==> src/hw/rtl/assert_macros.svh <==
// Assertion helpers shared by the RTL; empty when synthesizing.
`ifndef ASSERT_MACROS_SVH
`define ASSERT_MACROS_SVH
`ifndef SYNTHESIS
`define ACHM_ASSERT(lbl, clk, rstn, prop) \
    lbl: assert property (@(posedge clk) disable iff (!rstn) prop) else $error("assertion failed");
`define ACHM_NEVER(lbl, clk, rstn, expr) \
    lbl: assert property (@(posedge clk) disable iff (!rstn) !(expr)) else $error("forbidden condition");
`else
`define ACHM_ASSERT(lbl, clk, rstn, prop)
`define ACHM_NEVER(lbl, clk, rstn, expr)
`endif
`endif

==> src/hw/rtl/achm_pkg.sv <==
package achm_pkg;

    localparam int IDX_W = 6;

    localparam logic REG_MERGE_ENABLE    = 1'b0;
    localparam logic REG_MAX_TIME_WINDOW = 1'b1;

    localparam logic [9:0] WINDOW_RESET = 10'd80;

    typedef struct packed {
        logic               adc;
        logic signed [19:0] tm;
        logic [2:0]         row;
        logic [6:0]         col;
    } hit_t;

    typedef struct packed {
        logic [IDX_W-1:0] idx;
        hit_t             hit;
        logic             has;
        logic [IDX_W-1:0] partner;
    } res_t;

    // column first, then signed time
    function automatic logic sorts_before(input hit_t a, input hit_t b);
        logic r;
        if (a.col != b.col)
            r = a.col < b.col;
        else
            r = a.tm < b.tm;
        return r;
    endfunction

endpackage

==> src/hw/rtl/adjacent_column_hit_merger.sv <==
// Flow: hits load one per cycle while loading; after the last hit the sort scans the one
//   hit_store read port once per stored hit, then each sorted position is read and checked,
//   each emitted hit is pushed, each partner probe is read and checked, and FIN ends the event;
//   each result is held back one position so the final one can carry last_result.
// Throughput: one event at a time; input stalls from the last hit until the final result
//   is loaded into the output register.
// Reset: asynchronous, active low; clears control state, merge_enable to 1, window to 80.
`include "assert_macros.svh"

module adjacent_column_hit_merger #(
    parameter int MAX_HITS = 64
) (
    input  logic        clk,
    input  logic        rst_n,
    input  logic        cfg_write_en,
    input  logic        cfg_index,
    input  logic [9:0]  cfg_data,
    input  logic        in_valid,
    output logic        in_stall,
    input  logic [6:0]  column,
    input  logic [2:0]  row,
    input  logic signed [19:0] hit_time,
    input  logic        adc_present,
    input  logic        last_hit,
    output logic        out_valid,
    input  logic        out_stall,
    output logic [5:0]  hit_index,
    output logic [6:0]  out_column,
    output logic [2:0]  out_row,
    output logic signed [19:0] out_time,
    output logic        has_partner,
    output logic [5:0]  partner_index,
    output logic        empty_event,
    output logic        overflow,
    output logic        last_result
);

    localparam int IW = $clog2(MAX_HITS);
    localparam int CW = $clog2(MAX_HITS + 1);

    localparam logic [3:0] ST_LOAD = 4'd0;
    localparam logic [3:0] ST_SORT = 4'd1;
    localparam logic [3:0] ST_RDO  = 4'd2;
    localparam logic [3:0] ST_RDH  = 4'd3;
    localparam logic [3:0] ST_EVAL = 4'd4;
    localparam logic [3:0] ST_SRDO = 4'd5;
    localparam logic [3:0] ST_SRDH = 4'd6;
    localparam logic [3:0] ST_SCHK = 4'd7;
    localparam logic [3:0] ST_PUSH = 4'd8;
    localparam logic [3:0] ST_FIN  = 4'd9;

    logic [3:0]          state_reg, state_next;
    logic [CW-1:0]       cnt_reg, cnt_next;
    logic                ovf_reg, ovf_next;
    logic                merge_en_reg, merge_en_next;
    logic [9:0]          window_reg, window_next;
    logic [IW-1:0]       p_reg, p_next;
    logic [IW-1:0]       q_reg, q_next;
    logic [IW-1:0]       a_reg, a_next;
    logic [IW-1:0]       b_reg, b_next;
    achm_pkg::hit_t      ha_reg, ha_next;
    achm_pkg::res_t      res_reg, res_next;
    achm_pkg::res_t      pend_reg, pend_next;
    logic                pend_valid_reg, pend_valid_next;
    logic                out_valid_reg, out_valid_next;
    achm_pkg::res_t      out_res_reg, out_res_next;
    logic                out_empty_reg, out_empty_next;
    logic                out_ovf_reg, out_ovf_next;
    logic                out_last_reg, out_last_next;

    logic           in_accept;
    logic           slot_free;
    logic [IW-1:0]  last_pos;
    achm_pkg::hit_t in_hit;

    // memory ports; sorted_order entries carry the taken mark above the index
    logic           store_we;
    logic [IW-1:0]  store_raddr;
    achm_pkg::hit_t store_rdata;
    logic [IW-1:0]  sort_hit_addr;
    logic           sort_ord_we;
    logic [IW-1:0]  sort_ord_addr;
    logic [IW-1:0]  sort_ord_data;
    logic           ord_we;
    logic [IW-1:0]  ord_waddr;
    logic [IW:0]    ord_wdata;
    logic [IW-1:0]  ord_raddr;
    logic [IW:0]    ord_rdata;
    logic           sort_start;
    logic           sort_done;

    // partner check on the hit arriving from hit_store
    logic signed [20:0] tdiff;
    logic [20:0]        tabs;
    logic               partner_ok;

    assign in_accept = in_valid && !in_stall;
    assign in_stall  = (state_reg != ST_LOAD);
    assign slot_free = !out_valid_reg || !out_stall;
    assign last_pos  = IW'(cnt_reg - 1'b1);

    assign in_hit.adc = adc_present;
    assign in_hit.tm  = hit_time;
    assign in_hit.row = row;
    assign in_hit.col = column;

    assign store_we   = in_accept && (cnt_reg < CW'(MAX_HITS));
    assign sort_start = in_accept && last_hit;

    assign tdiff = {ha_reg.tm[19], ha_reg.tm} - {store_rdata.tm[19], store_rdata.tm};
    assign tabs  = tdiff[20] ? 21'(-tdiff) : 21'(tdiff);
    assign partner_ok = store_rdata.adc && (store_rdata.row == 3'd0)
                     && ({1'b0, store_rdata.col} == ({1'b0, ha_reg.col} + 8'd1))
                     && (tabs <= {11'd0, window_reg});

    achm_ram #(
        .WIDTH ($bits(achm_pkg::hit_t)),
        .DEPTH (MAX_HITS)
    ) u_hit_store (
        .clk   (clk),
        .we    (store_we),
        .waddr (IW'(cnt_reg)),
        .wdata (in_hit),
        .raddr (store_raddr),
        .rdata (store_rdata)
    );

    achm_ram #(
        .WIDTH (IW + 1),
        .DEPTH (MAX_HITS)
    ) u_sorted_order (
        .clk   (clk),
        .we    (ord_we),
        .waddr (ord_waddr),
        .wdata (ord_wdata),
        .raddr (ord_raddr),
        .rdata (ord_rdata)
    );

    achm_sorter #(
        .MAX_HITS (MAX_HITS)
    ) u_sorter (
        .clk      (clk),
        .rst_n    (rst_n),
        .start    (sort_start),
        .count    (cnt_reg + CW'(store_we)),
        .hit_addr (sort_hit_addr),
        .hit_data (store_rdata),
        .ord_we   (sort_ord_we),
        .ord_addr (sort_ord_addr),
        .ord_data (sort_ord_data),
        .done     (sort_done)
    );

    always_comb
    begin
        state_next      = state_reg;
        cnt_next        = cnt_reg;
        ovf_next        = ovf_reg;
        merge_en_next   = merge_en_reg;
        window_next     = window_reg;
        p_next          = p_reg;
        q_next          = q_reg;
        a_next          = a_reg;
        b_next          = b_reg;
        ha_next         = ha_reg;
        res_next        = res_reg;
        pend_next       = pend_reg;
        pend_valid_next = pend_valid_reg;
        out_res_next    = out_res_reg;
        out_empty_next  = out_empty_reg;
        out_ovf_next    = out_ovf_reg;
        out_last_next   = out_last_reg;
        out_valid_next  = out_valid_reg && out_stall;
        store_raddr     = p_reg;
        ord_raddr       = p_reg;
        // the sort writes every used entry with a clear taken mark
        ord_we          = sort_ord_we;
        ord_waddr       = sort_ord_addr;
        ord_wdata       = {1'b0, sort_ord_data};

        if (cfg_write_en)
        begin
            case (cfg_index)
                achm_pkg::REG_MERGE_ENABLE:    merge_en_next = cfg_data[0];
                achm_pkg::REG_MAX_TIME_WINDOW: window_next   = cfg_data;
                default:                       merge_en_next = merge_en_reg;
            endcase
        end

        case (state_reg)
            ST_LOAD:
            begin
                // store until full, flag the rest
                if (in_accept)
                begin
                    if (store_we)
                        cnt_next = cnt_reg + 1'b1;
                    else
                        ovf_next = 1'b1;
                    if (last_hit)
                        state_next = ST_SORT;
                end
            end
            ST_SORT:
            begin
                store_raddr = sort_hit_addr;
                if (sort_done)
                begin
                    p_next     = '0;
                    state_next = ST_RDO;
                end
            end
            ST_RDO:
            begin
                ord_raddr  = p_reg;
                state_next = ST_RDH;
            end
            ST_RDH:
            begin
                a_next      = ord_rdata[IW-1:0];
                store_raddr = ord_rdata[IW-1:0];
                state_next  = ST_EVAL;
            end
            ST_EVAL:
            begin
                // sorted_order was read again at p, so its taken mark is on the port
                ha_next          = store_rdata;
                res_next.idx     = achm_pkg::IDX_W'(a_reg);
                res_next.hit     = store_rdata;
                res_next.has     = 1'b0;
                res_next.partner = '0;
                if ((store_rdata.row != 3'd0) || !merge_en_reg)
                begin
                    state_next = ST_PUSH;
                end
                else if (!store_rdata.adc || ord_rdata[IW])
                begin
                    // drop this hit and advance
                    if (p_reg == last_pos)
                        state_next = ST_FIN;
                    else
                    begin
                        p_next     = p_reg + 1'b1;
                        state_next = ST_RDO;
                    end
                end
                else if (p_reg == last_pos)
                begin
                    state_next = ST_PUSH;
                end
                else
                begin
                    q_next     = p_reg + 1'b1;
                    state_next = ST_SRDO;
                end
            end
            ST_SRDO:
            begin
                ord_raddr  = q_reg;
                state_next = ST_SRDH;
            end
            ST_SRDH:
            begin
                b_next      = ord_rdata[IW-1:0];
                store_raddr = ord_rdata[IW-1:0];
                state_next  = ST_SCHK;
            end
            ST_SCHK:
            begin
                if (partner_ok)
                begin
                    // mark the partner taken in its sorted_order entry
                    ord_we           = 1'b1;
                    ord_waddr        = q_reg;
                    ord_wdata        = {1'b1, b_reg};
                    res_next.has     = 1'b1;
                    res_next.partner = achm_pkg::IDX_W'(b_reg);
                    state_next       = ST_PUSH;
                end
                else if (q_reg == last_pos)
                begin
                    state_next = ST_PUSH;
                end
                else
                begin
                    q_next     = q_reg + 1'b1;
                    state_next = ST_SRDO;
                end
            end
            ST_PUSH:
            begin
                // hold one result back so the final one can carry last_result
                if (!pend_valid_reg || slot_free)
                begin
                    if (pend_valid_reg)
                    begin
                        out_valid_next = 1'b1;
                        out_res_next   = pend_reg;
                        out_empty_next = 1'b0;
                        out_ovf_next   = ovf_reg;
                        out_last_next  = 1'b0;
                    end
                    pend_next       = res_reg;
                    pend_valid_next = 1'b1;
                    if (p_reg == last_pos)
                        state_next = ST_FIN;
                    else
                    begin
                        p_next     = p_reg + 1'b1;
                        state_next = ST_RDO;
                    end
                end
            end
            ST_FIN:
            begin
                if (slot_free)
                begin
                    out_valid_next  = 1'b1;
                    out_res_next    = pend_valid_reg ? pend_reg : '0;
                    out_empty_next  = !pend_valid_reg;
                    out_ovf_next    = ovf_reg;
                    out_last_next   = 1'b1;
                    pend_valid_next = 1'b0;
                    cnt_next        = '0;
                    ovf_next        = 1'b0;
                    state_next      = ST_LOAD;
                end
            end
            default:
            begin
                state_next = ST_LOAD;
            end
        endcase
    end

    always_ff @(posedge clk or negedge rst_n)
    begin
        if (!rst_n)
        begin
            state_reg      <= ST_LOAD;
            cnt_reg        <= '0;
            ovf_reg        <= 1'b0;
            merge_en_reg   <= 1'b1;
            window_reg     <= achm_pkg::WINDOW_RESET;
            pend_valid_reg <= 1'b0;
            out_valid_reg  <= 1'b0;
        end
        else
        begin
            state_reg      <= state_next;
            cnt_reg        <= cnt_next;
            ovf_reg        <= ovf_next;
            merge_en_reg   <= merge_en_next;
            window_reg     <= window_next;
            pend_valid_reg <= pend_valid_next;
            out_valid_reg  <= out_valid_next;
        end
    end

    always_ff @(posedge clk)
    begin
        p_reg         <= p_next;
        q_reg         <= q_next;
        a_reg         <= a_next;
        b_reg         <= b_next;
        ha_reg        <= ha_next;
        res_reg       <= res_next;
        pend_reg      <= pend_next;
        out_res_reg   <= out_res_next;
        out_empty_reg <= out_empty_next;
        out_ovf_reg   <= out_ovf_next;
        out_last_reg  <= out_last_next;
    end

    assign out_valid     = out_valid_reg;
    assign hit_index     = out_res_reg.idx;
    assign out_column    = out_res_reg.hit.col;
    assign out_row       = out_res_reg.hit.row;
    assign out_time      = out_res_reg.hit.tm;
    assign has_partner   = out_res_reg.has;
    assign partner_index = out_res_reg.partner;
    assign empty_event   = out_empty_reg;
    assign overflow      = out_ovf_reg;
    assign last_result   = out_last_reg;

    `ACHM_NEVER(a_cnt_bound, clk, rst_n, cnt_reg > CW'(MAX_HITS))
    `ACHM_ASSERT(a_empty_zero, clk, rst_n, (out_valid_reg && out_empty_reg) |-> (out_last_reg && !out_res_reg.has))
    `ACHM_ASSERT(a_no_partner_idx, clk, rst_n, (out_valid_reg && !out_res_reg.has) |-> (out_res_reg.partner == '0))
    `ACHM_ASSERT(a_partner_row0, clk, rst_n, (out_valid_reg && out_res_reg.has) |-> (out_res_reg.hit.row == 3'd0))

endmodule

==> src/hw/rtl/achm_ram.sv <==
module achm_ram #(
    parameter int WIDTH = 8,
    parameter int DEPTH = 64
) (
    input  logic                     clk,
    input  logic                     we,
    input  logic [$clog2(DEPTH)-1:0] waddr,
    input  logic [WIDTH-1:0]         wdata,
    input  logic [$clog2(DEPTH)-1:0] raddr,
    output logic [WIDTH-1:0]         rdata
);

    logic [WIDTH-1:0] mem_reg [DEPTH];
    logic [WIDTH-1:0] rdata_reg;

    always_ff @(posedge clk)
    begin
        if (we)
        begin
            mem_reg[waddr] <= wdata;
        end
        rdata_reg <= mem_reg[raddr];
    end

    assign rdata = rdata_reg;

endmodule

==> src/hw/rtl/achm_sorter.sv <==
module achm_sorter #(
    parameter int MAX_HITS = 64
) (
    input  logic                          clk,
    input  logic                          rst_n,
    input  logic                          start,
    input  logic [$clog2(MAX_HITS+1)-1:0] count,
    output logic [$clog2(MAX_HITS)-1:0]   hit_addr,
    input  achm_pkg::hit_t                hit_data,
    output logic                          ord_we,
    output logic [$clog2(MAX_HITS)-1:0]   ord_addr,
    output logic [$clog2(MAX_HITS)-1:0]   ord_data,
    output logic                          done
);

    localparam int IW = $clog2(MAX_HITS);

    localparam logic [1:0] S_IDLE = 2'd0;
    localparam logic [1:0] S_RDI  = 2'd1;
    localparam logic [1:0] S_CAPI = 2'd2;
    localparam logic [1:0] S_SCAN = 2'd3;

    logic [1:0]     state_reg, state_next;
    logic [IW-1:0]  i_reg, i_next;
    logic [IW-1:0]  j_reg, j_next;
    logic [IW-1:0]  rank_reg, rank_next;
    achm_pkg::hit_t cur_reg, cur_next;
    logic [IW-1:0]  last_pos;
    logic           inc;

    assign last_pos = IW'(count - 1'b1);

    // rank = hits that sort ahead, ties broken by load order
    assign inc = achm_pkg::sorts_before(hit_data, cur_reg)
              || (!achm_pkg::sorts_before(cur_reg, hit_data) && (j_reg < i_reg));

    always_comb
    begin
        state_next = state_reg;
        i_next     = i_reg;
        j_next     = j_reg;
        rank_next  = rank_reg;
        cur_next   = cur_reg;
        hit_addr   = i_reg;
        ord_we     = 1'b0;
        ord_addr   = IW'(rank_reg + IW'(inc));
        ord_data   = i_reg;
        done       = 1'b0;
        case (state_reg)
            S_IDLE:
            begin
                if (start)
                begin
                    i_next     = '0;
                    state_next = S_RDI;
                end
            end
            S_RDI:
            begin
                state_next = S_CAPI;
            end
            S_CAPI:
            begin
                cur_next   = hit_data;
                hit_addr   = '0;
                j_next     = '0;
                rank_next  = '0;
                state_next = S_SCAN;
            end
            S_SCAN:
            begin
                if (j_reg == last_pos)
                begin
                    ord_we = 1'b1;
                    if (i_reg == last_pos)
                    begin
                        done       = 1'b1;
                        state_next = S_IDLE;
                    end
                    else
                    begin
                        i_next     = i_reg + 1'b1;
                        state_next = S_RDI;
                    end
                end
                else
                begin
                    hit_addr  = j_reg + 1'b1;
                    j_next    = j_reg + 1'b1;
                    rank_next = IW'(rank_reg + IW'(inc));
                end
            end
            default:
            begin
                state_next = S_IDLE;
            end
        endcase
    end

    always_ff @(posedge clk or negedge rst_n)
    begin
        if (!rst_n)
        begin
            state_reg <= S_IDLE;
        end
        else
        begin
            state_reg <= state_next;
        end
    end

    always_ff @(posedge clk)
    begin
        i_reg    <= i_next;
        j_reg    <= j_next;
        rank_reg <= rank_next;
        cur_reg  <= cur_next;
    end

endmodule

==> config.mk <==
export PLATFORM = sky130hd
export DESIGN_NAME = adjacent_column_hit_merger
export DESIGN_NICKNAME = d
export VERILOG_FILES = /design/src/hw/rtl/achm_pkg.sv /design/src/hw/rtl/adjacent_column_hit_merger.sv /design/src/hw/rtl/achm_ram.sv /design/src/hw/rtl/achm_sorter.sv
export VERILOG_INCLUDE_DIRS = /design/src /design/src/hw/rtl
export SDC_FILE = /design/constraint.sdc
export NUM_CORES = 2
export LEC_CHECK = 0
export ABC_CLOCK_PERIOD_IN_PS = 21800
export BUFFER_PORTS_ARGS = -buffer_cell sky130_fd_sc_hd__buf_2
export CAP_MARGIN = 20
export CORE_ASPECT_RATIO = 1.25
export CORE_MARGIN = 10
export CORE_UTILIZATION = 43
export CTS_BUF_LIST = sky130_fd_sc_hd__clkbuf_4
export CTS_CLUSTER_SIZE = 40
export DETAILED_ROUTE_END_ITERATION = 8
export GPL_TIMING_DRIVEN = 1
export PLACE_DENSITY = 0.66
export SYNTH_ARGS = -nofsm -noshare
export SYNTH_HDL_FRONTEND = slang
export SYNTH_SLANG_ARGS = --single-unit
==> constraint.sdc <==
create_clock -name clk -period 21.8 [get_ports clk]
set_input_delay 5.45 -clock clk [delete_from_list [all_inputs] [get_ports clk]]
set_output_delay 5.45 -clock clk [all_outputs]
set_load 0.01 [all_outputs]
# Word-level counts from Yosys, hierarchy flattened
# Memories as Yosys holds them, arrays and structs flattened. A register that Yosys moved wholly into a read port is not among the register bits.
# Cells that the tools add are included.
[word_totals]
mem_bits_rw = 2432
memories = 2
output_inout_bits = 48
reg_bits = 230
elab_cells = 235
[classes]
reduce_logical = 46
order_cmp = 7
bitwise_logic = 1
n_addsub = 12
mux = 89
n_eq_ne = 38
[mem_list]
columns = ["memory", "depth", "word_bits", "rd", "rd_clocked_by_memory_dff", "wr", "line_no", "rtl"]
rows = [
  ["u_hit_store.mem_reg", 64, 31, 1, 1, 1, "achm_ram.sv:13", "logic [WIDTH-1:0] mem_reg [DEPTH];"],
  ["u_sorted_order.mem_reg", 64, 7, 1, 1, 1, "achm_ram.sv:13", ""],
]
[op_table]
columns = ["op", "count"]
rows = [
  ["44-bit 2-to-1 mux", 4],
  ["6-bit 2-to-1 mux", 19],
  ["44-bit case mux with 2 select lines", 1],
  ["6-bit case mux with 2 select lines", 6],
  ["4-bit 2-to-1 mux", 11],
  ["7-bit 2-to-1 mux", 6],
  ["20-bit less-than comparator", 2],
  ["4-bit case mux with 10 select lines", 1],
  ["2-bit != test (second input constant)", 18],
  ["1-bit 2-to-1 mux", 28],
  ["7-bit case mux with 2 select lines", 2],
  ["6-bit by 1-bit adder with 6-bit output (second input constant)", 4],
  ["6-bit == test", 4],
  ["21-bit by 10-bit less-or-equal comparator with 1-bit output", 1],
  ["21-bit 2-to-1 mux", 1],
  ["21-bit negator", 1],
  ["20-bit by 20-bit subtractor with 21-bit output", 1],
  ["6-bit case mux with 3 select lines", 1],
  ["4-bit by 3-bit == test with 1-bit output (second input constant)", 4],
  ["4-bit AND reduction", 4],
  ["7-bit less-than comparator", 2],
  ["7-bit != test", 2],
  ["6-bit by 1-bit adder with 6-bit output", 2],
  ["1-bit case mux with 2 select lines", 6],
  ["other kinds (29)", 62],
]

# Longest topological paths before layout
[logic_depth]
depth_word = 13
ltp_mapped = 24
depth_no_buf = 22

# Modules after synthesis
# A second synthesis with hierarchy kept.
[unflattened]
cells_unflattened = 5388
hier_area_um2 = 106927.6
[by_module_without_submodules]
columns = ["module", "n_inst", "cells_each", "area_each_um2", "seq_area_each_um2"]
rows = [
  ["achm_ram at u_hit_store", 1, 3420, 76306.9, 60197.7],
  ["achm_ram at u_sorted_order", 1, 827, 17635.7, 13593.0],
  ["adjacent_column_hit_merger", 1, 854, 9811.9, 5313.8],
  ["achm_sorter", 1, 287, 3173.0, 1401.3],
]

# Worst setup path before layout
# OpenSTA, ideal clock, no wires.
[synth_path]
path_type = "input to register"
startpoint = "input port in_valid"
endpoint = "memory u_hit_store.mem_reg[40][0] (netlist name), enable pin"
arrival_ns = 9.313
slack_ns = 11.989
required_time_ns = 21.302
path_stages = 5
setup_time_ns = 0.498
path_cell_list = "nand2_1 > nor2_1 > buf_1 > nand4b_1 > nor4_1"
[synth_via]
elab_chain_cells = 4
[synth_rtl]
columns = ["element", "line_no", "rtl"]
rows = [
  ["start, declared", "adjacent_column_hit_merger.sv:18", "input logic in_valid,"],
  ["1-bit logical AND", "adjacent_column_hit_merger.sv:97", "assign in_accept = in_valid && !in_stall;"],
  ["1-bit logical AND", "adjacent_column_hit_merger.sv:107", "assign store_we = in_accept && (cnt_reg < CW'(MAX_HITS));"],
  ["1-bit 2-to-1 mux", "achm_ram.sv:18", "if (we)"],
  ["1-bit 2-to-1 mux (not written as such)", "achm_ram.sv:20", "mem_reg[waddr] <= wdata;"],
  ["end, declared", "achm_ram.sv:13", ""],
]
# Every way passes these cells.

# Worst setup path after layout
[layout_path]
startpoint = "input port in_valid"
endpoint = "register u_hit_store.rdata_reg[21], in the netlist u_hit_store.rdata[21] (read register of u_hit_store.mem_reg)"
[layout_via]
elab_chain_cells = 8
[layout_rtl]
columns = ["element", "line_no", "rtl"]
rows = [
  ["1-bit logical AND", "adjacent_column_hit_merger.sv:97", ""],
  ["1-bit logical AND", "adjacent_column_hit_merger.sv:107", ""],
  ["6-bit by 1-bit adder with 6-bit output", "adjacent_column_hit_merger.sv:146", ".count (cnt_reg + CW'(store_we)),"],
  ["6-bit by 1-bit subtractor with 6-bit output", "achm_sorter.sv:31", "assign last_pos = IW'(count - 1'b1);"],
  ["6-bit == test", "achm_sorter.sv:72", "if (j_reg == last_pos)"],
  ["6-bit 2-to-1 mux", "achm_sorter.sv:72", ""],
  ["6-bit case mux with 2 select lines", "achm_sorter.sv:49", "case (state_reg)"],
  ["6-bit case mux with 2 select lines", "adjacent_column_hit_merger.sv:191", "case (state_reg)"],
  ["end, declared", "achm_ram.sv:14", "logic [WIDTH-1:0] rdata_reg;"],
]
# Every way passes these cells.
# A chain may end at the register's enable or synchronous reset.

==> summary.md <==
| Metric | Value |
|---|---|
| Status | completed |
| Max Fanout on Critical Path | 146 |
| Die width | 469 um |
| Crit path launch type | input port |
| Num CTS Buffers | 641 |
| Num Clock Sinks | 2,698 |
| Die area | 272,000 um^2 |
| Initial antenna violation count | 31 |
| Detailed Route Iter0 Violations | 8,128 |
| Leakage power | 40.5 nW |
| Switching fraction of total power | 39.1% |
| Synth Register Bits | 2,698 |
| Layout cells sized above 1 | 24.7% |
| Cell taking the most area after synthesis | edfxtp_1 |
| Max IR drop VDD | 0.200 mV |
| Ports | 96 |
| Die Height | 581 um |
| Core area | 250,000 um^2 |
| Share of flip-flops with an asynchronous set or reset | 1.00% |
| Grt ovf | 0 |
| Placed cell areas | 113,000 um^2 |
| Number of cells on the worst reg-to-reg path | 21 |
| Top-count cell post-synth | edfxtp_1 |
| Post-synthesis sequential area ratio | 74.4% |
| Clock transition at the registers of the reported paths | 0.07 ns |
| Number of global-route vias before repair | 63,590 |
| Post-DP HPWL | 159,000 um |
| Period minus WS final | 11.51 ns |
| Worst-Skew Late Latency | 1.38 ns |
| PD cells | 148 nW/um^2 |
| Cells after synthesis | 6,355 |
| Total negative slack | 0 ns |
| Clk buf depth | 4 |
| Total track usage | 20.9% |
| Final Hold Viols | 0 |
| Max Clock Skew | 0.163 ns |
| Final Slew Violations | 0 |
| Setup bufs post-CTS | 0 |
| Post-route ant nets | 0 |
| Final hold slack | 0.381 ns |
| Int Power | 11.0 mW |
| Synth Area per Inst | 17.0 um^2 |
| Critical Path RT | 22.99 ns |
| Worst path arrival time | 12.71 ns |
| Area Growth Syn to Fin | 12.5% |
| Worst-Margin Slew | 1.17 ns |
| Tot Pwr | 18.0 mW |
| Combinational share of power | 42.1% |
| Net Count, Synth | 6,483 |
| Yosys cell types | 106 |
| Endpoints failing setup | 0 |
| # rows | 205 |
| Vias per Instance | 5.91 |
| Max-Cap Viols | 0 |
| Largest cells by area after synthesis | edfxtp_1 (73%), mux4_2 (7.6%), nand2_1 (3.0%) |
| Main flop type after synthesis | edfxtp_1 |
| Share of power burned in registers | 35.1% |
| Root Buffer Master | clkbuf_4 |
| PostCTS Resize Cnt | 0 |
| Synth warn | 0 |
| Design area | 122,000 um^2 |
| Wire per inst | 27.4 um |
| Place WS | 8.75 ns |
| Period utilisation layout | 52.8% |
| Largest net degree at the start of global routing | 147 |
| Worst Hold Class | reg2reg |
| Residual DRC | 0 |
| Critical path endpoint category | flop |
| Clk network pwr share | 22.9% |
| Initial DRT Pass Iterations | 8 |
| Hold path cells | 0 |
| Total length of routed wires | 293,000 um |
| Final WS setup | 10.29 ns |
| GPL Wtd Cong | 0.867 |
| Global-route wire length before repair | 425,000 um |
| Synth top area share | 73.1% |
| H-tree Lvls | 6 |
| Vias after detailed routing | 63,126 |
| Switching Power | 7.06 mW |
| Slew HR | 22.1% |
| Crit Path Category | in2reg |
| Unrepaired setup endpoints after global routing | false |
| Post-synth EDFFs | 2,633 |
| Max FFs per register | 1,984 |
| IO Port Bufs | 95 |
| Number of nets in the layout | 7,018 |
| Initial core utilization | 43.3% |
| CTS tree | built |
| Most frequent cells after synthesis | edfxtp_1 (2,633), nand2_1 (851), mux4_2 (364), nand3_1 (235), clkbuf_1 (210) |
| Quantity of hold-fixing buffers added after cts | 0 |
| Syn Std Cell Area | 108,000 um^2 |
| F_max | 86.9 MHz |
==> worst paths after layout <==
kind                               from                    end  slack, ns
setup / recovery               in_valid  u_hit_store.rdata[21]      10.29
hold / removal              res_reg[16]           pend_reg[16]       0.38
setup reg to reg           state_reg[0]  u_hit_store.rdata[21]      13.32
hold reg to reg             res_reg[16]           pend_reg[16]       0.38
max in group asynchronous         rst_n             cnt_reg[0]      17.06
min in group asynchronous         rst_n          window_reg[8]       4.13
==> cell families after synthesis <==
group	synth area share, %
AOI/OAI and AO/OA	5.37
buffers and inverters	1.73
and+or+nand+nor	7.78
muxes	8.95
adders and majority gates	0.932
DFF	74.4
xor gates and xnor gates	0.818
==> placed cells by master (no fill, tap or decap), types with 53 or more instances in the layout <==
master	synthesis	final
a21oi_1	94	94
a221oi_1	61	61
a22oi_1	189	189
a311oi_1	105	105
a31oi_1	54	53
and3_1	125	124
buf_2	98	95
buf_4	21	135
clkbuf_4	2	928
clkinv_1	1	118
edfxtp_1	2633	2633
ha_1	79	79
inv_1	59	59
mux2i_1	132	126
mux4_2	364	364
nand2_1	851	851
nand3_1	235	233
nor2_1	209	142
nor2_4	1	68
nor2b_1	58	57
o21ai_0	74	69
xnor2_1	54	54
==> worst max-delay path, stage by stage <==
cell and delay [ns]:
buf_2 0.11, nand2_1 0.23, nor2_1 0.61, inv_1 0.10
ha_1 0.22, ha_1 0.22, nor3b_1 0.18, xnor2_1 0.25
nand4_2 0.26, or3_1 0.49, a31oi_4 0.22, buf_12 0.49
buf_4 0.81, buf_4 0.94, buf_4 0.47, buf_16 0.33
mux2i_1 0.23, a221oi_1 0.13, nand3_1 0.14, o2111ai_1 0.09
or3_1 0.40
==> through the flow <==
step,utilization [%],std cells
2_1_floorplan,-,6355
3_3_place_gp,45.2,9532
3_5_place_dp,45.2,9532
4_1_cts,48.5,10638
5_1_grt,48.7,10673
6_report,48.7,10677
==> area by class of cell <==
cell class / count / area [um^2]
antenna: 12 / 30.0
clock buffer: 928 / 6970
clock inverter: 178 / 1210
fill: 20777 / 128000
inverter: 60 / 225
multi-input combinational: 3229 / 26600
sequential: 2698 / 80500
tap: 3312 / 4140
timing repair buffer: 260 / 2110
==> power by group through the flow <==
stage / Combinational, mW / Clock (mW) / Sequential, mW
4_1_cts: 7.52 / 4.20 / 6.32
3_3_place_gp: 7.37 / 0 / 6.43
2_1_floorplan: 5.27 / 0 / 6.27
6_report: 7.59 / 4.12 / 6.32
3_5_place_dp: 7.50 / 0 / 6.43
5_1_grt: 8.13 / 4.48 / 6.33
==> routing by layer <==
metal  routed length [um]  part of all wire, %  global-route usage (%)  up-vias
met5                   74                0.025                       0        -
met4                10500                  3.6                    8.16       12
met3                30000                   10                    4.80      653
met2               143000                   49                    34.2     3628
met1               110000                   37                    27.1    32085
li1                     -                    -                       -    26748
Note: power is estimated with default switching activity, not from simulation.
